[config.mk]
export PLATFORM = sky130hd
export DESIGN_NAME = indexed_insert_remove_array
export DESIGN_NICKNAME = d
export VERILOG_FILES = /design/src/sv/iira_pkg.sv /design/src/sv/iira_cell.sv /design/src/sv/indexed_insert_remove_array.sv
export SDC_FILE = /design/constraint.sdc
export NUM_CORES = 2
export LEC_CHECK = 0
export ABC_CLOCK_PERIOD_IN_PS = 13100
export BUFFER_PORTS_ARGS = -buffer_cell sky130_fd_sc_hd__buf_2
export CORE_MARGIN = 5
export CORE_UTILIZATION = 45
export DETAILED_ROUTE_END_ITERATION = 12
export SLEW_MARGIN = 20
export SYNTH_ARGS = -nofsm -noshare
export SYNTH_HDL_FRONTEND = slang
export SYNTH_SLANG_ARGS = --single-unit
[constraint.sdc]
create_clock -name i_clk -period 13.1 [get_ports i_clk]
set_input_delay 1.31 -clock i_clk [delete_from_list [all_inputs] [get_ports i_clk]]
set_output_delay 1.31 -clock i_clk [all_outputs]
set_load 0.01 [all_outputs]
[src/sv/iira_pkg.sv]
package iira_pkg;

    localparam int CAPACITY = 64;
    localparam int IDX_W    = $clog2(CAPACITY);
    localparam int LEN_W    = 7;
    localparam int WORD_W   = 32;

    typedef logic signed [WORD_W-1:0] t_word;
    typedef logic [LEN_W-1:0]         t_len;

    localparam logic [2:0] ACT_READ       = 3'd0;
    localparam logic [2:0] ACT_WRITE      = 3'd1;
    localparam logic [2:0] ACT_INSERT     = 3'd2;
    localparam logic [2:0] ACT_REMOVE     = 3'd3;
    localparam logic [2:0] ACT_RESIZE     = 3'd4;
    localparam logic [2:0] ACT_CLEAR_SIZE = 3'd5;
    localparam logic [2:0] ACT_ERASE      = 3'd6;

    localparam logic [1:0] ERR_OK     = 2'd0;
    localparam logic [1:0] ERR_INDEX  = 2'd1;
    localparam logic [1:0] ERR_LENGTH = 2'd2;
    localparam logic [1:0] ERR_FULL   = 2'd3;

    localparam t_len CAP_LEN = LEN_W'(CAPACITY);

    typedef enum logic [2:0] {
        CELL_HOLD,
        CELL_WRITE,
        CELL_INSERT,
        CELL_REMOVE,
        CELL_GROW,
        CELL_ZERO
    } t_cell_op;

    typedef struct packed {
        t_cell_op op;
        t_len     pos;
        t_len     count;
        t_len     tlen;
        t_word    value;
    } t_cell_ctl;

endpackage

[src/sv/iira_cell.sv]
module iira_cell (
    input  logic               i_clk,
    input  iira_pkg::t_len     i_index,
    input  iira_pkg::t_cell_ctl i_ctl,
    input  iira_pkg::t_word    i_lower,
    input  iira_pkg::t_word    i_upper,
    output iira_pkg::t_word    o_data
);
    import iira_pkg::*;

    t_word r_data;
    t_word n_data;

    always_comb begin
        n_data = r_data;
        case (i_ctl.op)
            CELL_HOLD: begin
                n_data = r_data;
            end
            CELL_WRITE: begin
                if (i_index == i_ctl.pos) begin
                    n_data = i_ctl.value;
                end
            end
            CELL_INSERT: begin
                if (i_index == i_ctl.pos) begin
                    n_data = i_ctl.value;
                end else if (i_index > i_ctl.pos) begin
                    n_data = i_lower;
                end
            end
            CELL_REMOVE: begin
                if (i_index >= i_ctl.pos) begin
                    n_data = i_upper;
                end
            end
            CELL_GROW: begin
                if (i_index >= i_ctl.count && i_index < i_ctl.tlen) begin
                    n_data = '0;
                end
            end
            CELL_ZERO: begin
                n_data = '0;
            end
            default: begin
                n_data = r_data;
            end
        endcase
    end

    always_ff @(posedge i_clk) begin
        r_data <= n_data;
    end

    assign o_data = r_data;

endmodule

[src/sv/indexed_insert_remove_array.sv]
// Bounded ordered array of signed 32-bit words with a current length.
// Input channel: i_in_valid / o_in_stall carry one request beat (action,
// position, item_value, target_length). Output channel: o_out_valid /
// i_out_stall carry one result beat (read_value, current_length,
// error_code) for every request, in request order.
// The result is registered and appears in the cycle after the request is
// accepted. Throughput: one request per cycle while the receiver does not
// stall. Each word sits in its own cell of a row; insert and remove move
// every word from the position onward by one place in the same cycle.
// A refused request answers with its error code and changes nothing.
// While the receiver stalls, the result register holds its beat and
// o_in_stall rises, so no further request is taken until it is drained.
// Reset (i_rst_n low, synchronous) empties the output register and sets
// the length to zero; stored words are not cleared, and no word beyond
// the length is ever read back.
module indexed_insert_remove_array (
    input  logic                  i_clk,
    input  logic                  i_rst_n,
    input  logic                  i_in_valid,
    output logic                  o_in_stall,
    input  logic [2:0]            i_action,
    input  logic [6:0]            i_position,
    input  logic signed [31:0]    i_item_value,
    input  logic [6:0]            i_target_length,
    output logic                  o_out_valid,
    input  logic                  i_out_stall,
    output logic signed [31:0]    o_read_value,
    output logic [6:0]            o_current_length,
    output logic [1:0]            o_error_code
);
    import iira_pkg::*;

    t_word     w_data  [CAPACITY];
    t_word     w_lower [CAPACITY];
    t_word     w_upper [CAPACITY];
    t_cell_ctl w_ctl;

    logic      r_out_valid;
    t_len      r_count;
    t_word     r_read_value;
    logic [1:0] r_error;

    t_len      n_count;
    t_word     n_read_value;
    logic [1:0] n_error;
    t_cell_op  n_op;
    logic      w_accept;

    assign o_in_stall = r_out_valid && i_out_stall;
    assign w_accept   = i_in_valid && !o_in_stall;

    always_comb begin
        n_count      = r_count;
        n_read_value = '0;
        n_error      = ERR_OK;
        n_op         = CELL_HOLD;
        case (i_action)
            ACT_READ: begin
                if (i_position < r_count) begin
                    n_read_value = w_data[i_position[IDX_W-1:0]];
                end else begin
                    n_error = ERR_INDEX;
                end
            end
            ACT_WRITE: begin
                if (i_position < r_count) begin
                    n_op = CELL_WRITE;
                end else begin
                    n_error = ERR_INDEX;
                end
            end
            ACT_INSERT: begin
                if (i_position > r_count) begin
                    n_error = ERR_INDEX;
                end else if (r_count >= CAP_LEN) begin
                    n_error = ERR_FULL;
                end else begin
                    n_op    = CELL_INSERT;
                    n_count = r_count + 1'b1;
                end
            end
            ACT_REMOVE: begin
                if (i_position < r_count) begin
                    n_op    = CELL_REMOVE;
                    n_count = r_count - 1'b1;
                end else begin
                    n_error = ERR_INDEX;
                end
            end
            ACT_RESIZE: begin
                if (i_target_length == '0 || i_target_length > CAP_LEN) begin
                    n_error = ERR_LENGTH;
                end else begin
                    n_op    = CELL_GROW;
                    n_count = i_target_length;
                end
            end
            ACT_CLEAR_SIZE: begin
                if (i_target_length > CAP_LEN) begin
                    n_error = ERR_LENGTH;
                end else begin
                    n_op    = CELL_ZERO;
                    n_count = i_target_length;
                end
            end
            ACT_ERASE: begin
                n_count = '0;
            end
            default: begin
                n_count = r_count;
            end
        endcase
    end

    always_comb begin
        w_ctl.op    = w_accept ? n_op : CELL_HOLD;
        w_ctl.pos   = i_position;
        w_ctl.count = r_count;
        w_ctl.tlen  = i_target_length;
        w_ctl.value = i_item_value;
    end

    always_comb begin
        for (int k = 0; k < CAPACITY; k++) begin
            w_lower[k] = (k == 0) ? '0 : w_data[IDX_W'(k - 1)];
            w_upper[k] = (k == CAPACITY - 1) ? '0 : w_data[IDX_W'(k + 1)];
        end
    end

    for (genvar g = 0; g < CAPACITY; g++) begin : g_cell
        iira_cell u_cell (
            .i_clk   (i_clk),
            .i_index (LEN_W'(g)),
            .i_ctl   (w_ctl),
            .i_lower (w_lower[g]),
            .i_upper (w_upper[g]),
            .o_data  (w_data[g])
        );
    end

    always_ff @(posedge i_clk) begin
        if (!i_rst_n) begin
            r_out_valid <= 1'b0;
            r_count     <= '0;
        end else if (w_accept) begin
            r_out_valid <= 1'b1;
            r_count     <= n_count;
        end else if (!i_out_stall) begin
            r_out_valid <= 1'b0;
        end
    end

    always_ff @(posedge i_clk) begin
        if (w_accept) begin
            r_read_value <= n_read_value;
            r_error      <= n_error;
        end
    end

    assign o_out_valid      = r_out_valid;
    assign o_read_value     = r_read_value;
    assign o_current_length = r_count;
    assign o_error_code     = r_error;

endmodule

After elaboration in Yosys (flattened, before gate mapping)
Index checks and enable logic that the tools add are counted.

ROM bits: 0. Memory bits (writable): 0. Logic and storage cells: 1124. Bits of input ports: 53. Memories: 0. Output and inout port bits: 43. Latch bits: 0. Bits in registers: 2090.

Divide/modulo/power cells: 0. Multiply operators: 0. Shifts and indexed selects: 0. $add $sub $neg: 2. Order comparisons: 261. Equal/unequal tests: 336. Reductions and logical operators: 141. Bitwise gates (word level): 1. Muxes and demuxes: 315.

Operators with widths (count): 32-bit 2-to-1 mux (228); 32-bit one-hot mux with 5 select lines (31); 32-bit one-hot mux with 3 select lines (30); 6-bit by 7-bit >= comparator with 1-bit output (first input constant) (64); 2-bit by 1-bit inequality test with 1-bit output (second input constant) (193); 32-bit one-hot mux with 4 select lines (3); 5-bit AND reduction (64); 6-bit by 7-bit == test with 1-bit output (first input constant) (32); 5-bit by 7-bit >= comparator with 1-bit output (first input constant) (32); 6-bit by 7-bit > comparator with 1-bit output (first input constant) (32); 6-bit by 7-bit < comparator with 1-bit output (first input constant) (32); 32-bit binary-select mux with 6-bit select (1); 3-bit by 1-bit inequality test with 1-bit output (second input constant) (64); 5-bit by 7-bit == test with 1-bit output (first input constant) (16); 4-bit by 7-bit >= comparator with 1-bit output (first input constant) (16); 5-bit by 7-bit > comparator with 1-bit output (first input constant) (16); 5-bit by 7-bit < comparator with 1-bit output (first input constant) (16); 1-bit logical AND (66); 4-bit by 7-bit == test with 1-bit output (first input constant) (8); 3-bit by 7-bit >= comparator with 1-bit output (first input constant) (8); 4-bit by 7-bit > comparator with 1-bit output (first input constant) (8); 4-bit by 7-bit < comparator with 1-bit output (first input constant) (8); 7-bit 2-to-1 mux (5); 7-bit one-hot mux with 5 select lines (1); 36 further kinds (82).

Depth between registers and ports, before layout
Depth in word-level cells: 8. Depth in mapped cells: 14.

By module
Synthesis repeated with hierarchy kept, for this count alone.

Cells, all modules: 15708. Area, all modules: 162423.3 µm².

Modules (own cells, without submodules): iira_cell (g_cell[0].u_cell ...) (seq. area each 960.9 µm², area an instance 2163.3 µm², cells an instance 220, instances 38); iira_cell (g_cell[46].u_cell ...) (seq. area each 960.9 µm², area an instance 2398.6 µm², cells an instance 222, instances 24); indexed_insert_remove_array (seq. area each 1181.1 µm², area an instance 18330.1 µm², cells an instance 1574, instances 1); iira_cell (g_cell[28].u_cell ...) (seq. area each 960.9 µm², area an instance 2160.8 µm², cells an instance 223, instances 2).

Least setup slack after synthesis
Ideal clock, no wire load.

Path type: input to register. Start point: input port i_position[0]. End point: register g_cell[25].u_cell.r_data[0], enable pin. Data required time: 12.506 ns. Stages: 12. Path slack: 3.799 ns. Library setup time: 0.594 ns. Arrival: 8.707 ns. Cell sequence: buf_2 -> buf_2 -> buf_2 -> inv_1 -> ha_1 -> nand3b_1 -> a21o_1 -> and4_1 -> o21ai_1 -> clkbuf_1 -> o21ai_0 -> a2111oi_0.

Longest elaborated chain between the ends: 7. Elaborated cells on any way between the ends: 21. Classes of those cells: order compare: 4; eq/ne: 10; mux: 5; reduce/logical: 2.

RTL lines: from (decl) (line indexed_insert_remove_array.sv:22) `input logic [6:0] i_position,`; 7-bit < comparator / 7-bit > comparator (equally long branches) (line indexed_insert_remove_array.sv:66, indexed_insert_remove_array.sv:83, indexed_insert_remove_array.sv:73); 2-bit 2-to-1 mux, or another cell as far along (line indexed_insert_remove_array.sv:83) `if (i_position < r_count) begin`; 3-bit one-hot mux with 5 select lines (line indexed_insert_remove_array.sv:57) `case (i_action)`; 3-bit 2-to-1 mux (line indexed_insert_remove_array.sv:116) `w_ctl.op = w_accept ? n_op : CELL_HOLD;`; 3-bit by 2-bit == test with 1-bit output, or another cell as far along (line iira_cell.sv:16) `case (i_ctl.op)`; 3-bit by 1-bit inequality test with 1-bit output (no source line), or another cell as far along; 5-bit AND reduction (no source line) (*); to (signal assigned) (line iira_cell.sv:52) `r_data <= n_data;`; to (decl) (line iira_cell.sv:11) `t_word r_data;`.

Mark *: on every way between the ends. The rest lies on a longest branch, timed or not. A chain may end at the register's enable or synchronous reset.

Worst setup path after layout
Start point: register r_count[3], in the netlist o_current_length[3]. End point: register g_cell[10].u_cell.r_data[16], enable pin.

Longest elaborated chain between the ends: 8. Elaborated cells on any way between the ends: 22. Classes of those cells: order compare: 4; eq/ne: 9; mux: 6; reduce/logical: 3.

RTL lines: from (decl) (line indexed_insert_remove_array.sv:39) `t_len r_count;`; from (signal assigned) (line indexed_insert_remove_array.sv:147) `r_count <= n_count;`; 7-bit >= comparator (line indexed_insert_remove_array.sv:75) `end else if (r_count >= CAP_LEN) begin`; 2-bit 2-to-1 mux (line indexed_insert_remove_array.sv:75); 2-bit 2-to-1 mux (line indexed_insert_remove_array.sv:73) `if (i_position > r_count) begin`; 3-bit one-hot mux with 5 select lines (line indexed_insert_remove_array.sv:57); 3-bit 2-to-1 mux (line indexed_insert_remove_array.sv:116); 3-bit by 2-bit == test with 1-bit output, or another cell as far along (line iira_cell.sv:16); 3-bit by 1-bit inequality test with 1-bit output (no source line), or another cell as far along; 5-bit AND reduction (no source line) (*); to (signal assigned) (line iira_cell.sv:52); to (decl) (line iira_cell.sv:11).

Marked as above.

==> results.toml <==
[critical_path]
r2r_slack_ns = 6.74
crit_required_ns = 13.60
crit_type = "register to register"
r2r-start = "o_current_length[3]$_SDFFE_PN0P_"
worstRegToRegCells = 12
path_max_fanout = 143
reg2reg_to = "g_cell[10].u_cell.o_data[16]$_DFFE_PP_"
critPathArrivalTime_ns = 6.86
startpoint = "o_current_length[3]$_SDFFE_PN0P_"
cp-end-kind = "register"
start_kind = "register"

[worst_hold_path]
hold_start = "g_cell[22].u_cell.o_data[14]$_DFFE_PP_"
holdCritPathClass = "register to register"
whs_path_depth = 1
min_to = "g_cell[21].u_cell.o_data[14]$_DFFE_PP_"

[routing]
ant_nets = 0
wl_per_cell_um = 38.6
drc = 0
drt_iter0_markers = 12300
num_vias = 80300
drtPass1Iterations = 6
wl_um = 427000
viasPerCell = 7.27

[power]
power_frac_clock = 0.396
cellLeakagePower_uw = 0.0399
p_sw_uw = 4350
power.density_nw_per_um2 = 136
combPwrFrac = 0.121
pwr-share-seq = 0.483
ir_drop_uv = 134
p_sw_frac = 0.264
p_int_uw = 12100

[placed_design]
place_hpwl_um = 242000
placed_cell_area_um2 = 113000
gp_congestion = 0.926
port_buffers = 95

[timing]
finalSetupTns_ns = 0
fmax_ghz = 0.157
slew_viol_final = 0
slew_headroom = 0.120
worstMarginPinSlew_ns = 1.30
fin_crit_sh = 0.486
skew_ns = 0.0742
rsz0062_at_grt = "no"
finalHoldViolations = 0
period_needed_ns = 6.36
setup_violations = 0

[synthesis]
ys_ff_latch = 2090
ys_warn_count = 0
synth-edff-count = 2082
synth_cells = 8002
syn_area_per_cell_um2 = 13.7
synthesis.area_um2 = 110000
synthArstFlopShare = 0
yosys.cell_types.count = 76
yosys_most_used_dff = "edfxtp_1"
syn-num-nets = 8068
ys_seq_area_frac = 0.572

[clock_tree]
cts-root-buf = "clkbuf_16"
cts.repair.resized = 0
clkLatencyLatePin_ns = 0.94
cts_tree = "yes"
htreeDepth = 4
post-cts-setup-buffers = 0
path_clk_slew_ns = 0.06
cts_sinks = 2090
cts_hold_buf = 0
cts-buffers-inserted = 226
cts_max_path_buffers = 3

[floorplanning]
core_um2 = 243000
start_util = 0.451
die-area_um2 = 254000
die_h_um = 504
die_w_um = 504
num_rows = 181
io_pins = 96

[final_layout]
multi_input_area_um2 = 43900
final_nets = 7698
syn2layout_area_growth_pct = 10.3
drive_above_1_share = 0.256
finalInstanceArea_um2 = 121000
regArea_um2 = 62700
nFillCells = 20600

[global_routing]
overflow = 0
grtUsageTotal = 0.329
antenna_found_initial = 26
grt_pass1_vias = 77600
grt_first_pass_wirelength_um = 596000
grt_max_degree = 215

[run]
drv_cap = 0

[outcome]
status = "completed"
==> power groups by stage <==
stage | logic, uW | registers, uW | clock network [uW]
finish | 2000 | 7940 | 6520
global route | 2070 | 7970 | 6870
CTS | 1950 | 7940 | 6580
detailed placement | 1950 | 8080 | 0
global placement | 1920 | 8070 | 0
floorplan | 1200 | 8030 | 0
==> routing by layer <==
metal,GRT usage,vias to the layer above,wire [um]
met5,0,-,121
met4,0.222,18,35300
met3,0.0970,1220,54700
met2,0.469,6060,181000
met1,0.435,41300,156000
li1,-,31700,-
==> critical path, stage by stage (launching register included) <==
cell and delay, ns:
dfxtp_1 0.74, inv_1 0.47, ha_1 0.43, nand4_1 0.12, a21oi_1 0.27, o21ai_0 0.29, o21ai_4 0.25, buf_4 0.81
buf_12 0.56, nand2_1 0.11, buf_4 0.29, a32oi_4 0.77, buf_4 0.71
==> layout make-up <==
class,instances,area share
Clock inverter,141,0.0131
Clock buffer,287,0.0489
Inverter,125,0.00395
Antenna cell,9,0.000186
Sequential cell,2090,0.518
Tap cell,3202,0.0331
Multi-Input combinational cell,4870,0.363
Timing Repair Buffer,319,0.0195
==> sequential cells by signal, summed over array words and instances (netlist names) <==
name	count
g_cell.u_cell.o_data	2048
o_read_value	32
o_current_length	7
o_error_code	2
o_out_valid	1
==> how the worst max path moves through the flow <==
stage / cells past startpoint / endpoint / slack, ns
2_1_floorplan: 12 / g_cell[25].u_cell.o_data[0]$_DFFE_PP_ / 3.80
3_3_place_gp: 13 / g_cell[10].u_cell.o_data[9]$_DFFE_PP_ / 6.04
3_5_place_dp: 13 / g_cell[10].u_cell.o_data[9]$_DFFE_PP_ / 6.04
4_1_cts: 12 / g_cell[10].u_cell.o_data[11]$_DFFE_PP_ / 6.87
5_1_grt: 12 / g_cell[10].u_cell.o_data[22]$_DFFE_PP_ / 6.58
6_report: 12 / g_cell[10].u_cell.o_data[16]$_DFFE_PP_ / 6.74
==> cells in the final DEF, fill, tap and decap left out, types with 74 or more instances in the layout <==
cell type	count
nand4_1	124
buf_4	209
nand3_1	269
nand2_1	432
mux4_2	576
a21oi_1	645
clkbuf_16	226
o21ai_0	466
mux2i_1	194
inv_1	123
and2_1	74
nor2_1	299
mux2_2	576
a221o_1	611
edfxtp_1	2082
buf_2	91
==> stage by stage <==
step / hold WS, ns / worst slack [ns] / total power (uW) / std cells / util
2_1_floorplan: 0.564 / 3.80 / 9220 / 8002 / -
3_3_place_gp: 0.576 / 6.04 / 9990 / 10600 / 0.467
3_5_place_dp: 0.589 / 6.04 / 10000 / 10600 / 0.467
4_1_cts: 0.541 / 6.87 / 16500 / 11000 / 0.498
5_1_grt: 0.577 / 6.58 / 16900 / 11000 / 0.498
6_report: 0.569 / 6.74 / 16500 / 11000 / 0.498
==> cells by family (layout without fill, tap and decap cells) <==
| logic type | Yosys count | count (layout) | share of synthesized area |
|---|---|---|---|
| other | 0 | 9 | 0 |
| adders and majority gates | 13 | 13 | 0.00148 |
| muxes | 1346 | 1346 | 0.195 |
| DFF | 2090 | 2090 | 0.572 |
| buffers and inverters | 1042 | 872 | 0.0389 |
| AOI/OAI and AO/OA | 2131 | 2131 | 0.134 |
| and+or+nand+nor | 1375 | 1375 | 0.0582 |
| xor gates and xnor gates | 5 | 5 | 0.000399 |
==> Yosys cell counts, types with 17 or more instances <==
master,instances,area share
a211oi_1,87,0.0060
a21oi_1,649,0.030
a221o_1,611,0.056
a31o_2,34,0.0027
a31oi_1,71,0.0041
a32oi_1,17,0.0014
and2_1,76,0.0043
buf_1,82,0.0028
buf_2,104,0.0047
buf_4,57,0.0039
clkbuf_1,673,0.023
edfxtp_1,2082,0.57
inv_1,125,0.0043
mux2_2,576,0.059
mux2i_1,194,0.018
mux4_2,576,0.12
nand2_1,449,0.015
nand3_1,270,0.012
nand4_1,124,0.0071
nor2_1,307,0.011
nor2_2,32,0.0018
nor3_1,33,0.0015
o211ai_1,60,0.0041
o21ai_0,467,0.021
o22ai_1,43,0.0025
No activity file was read; power rests on OpenSTA's default activity.
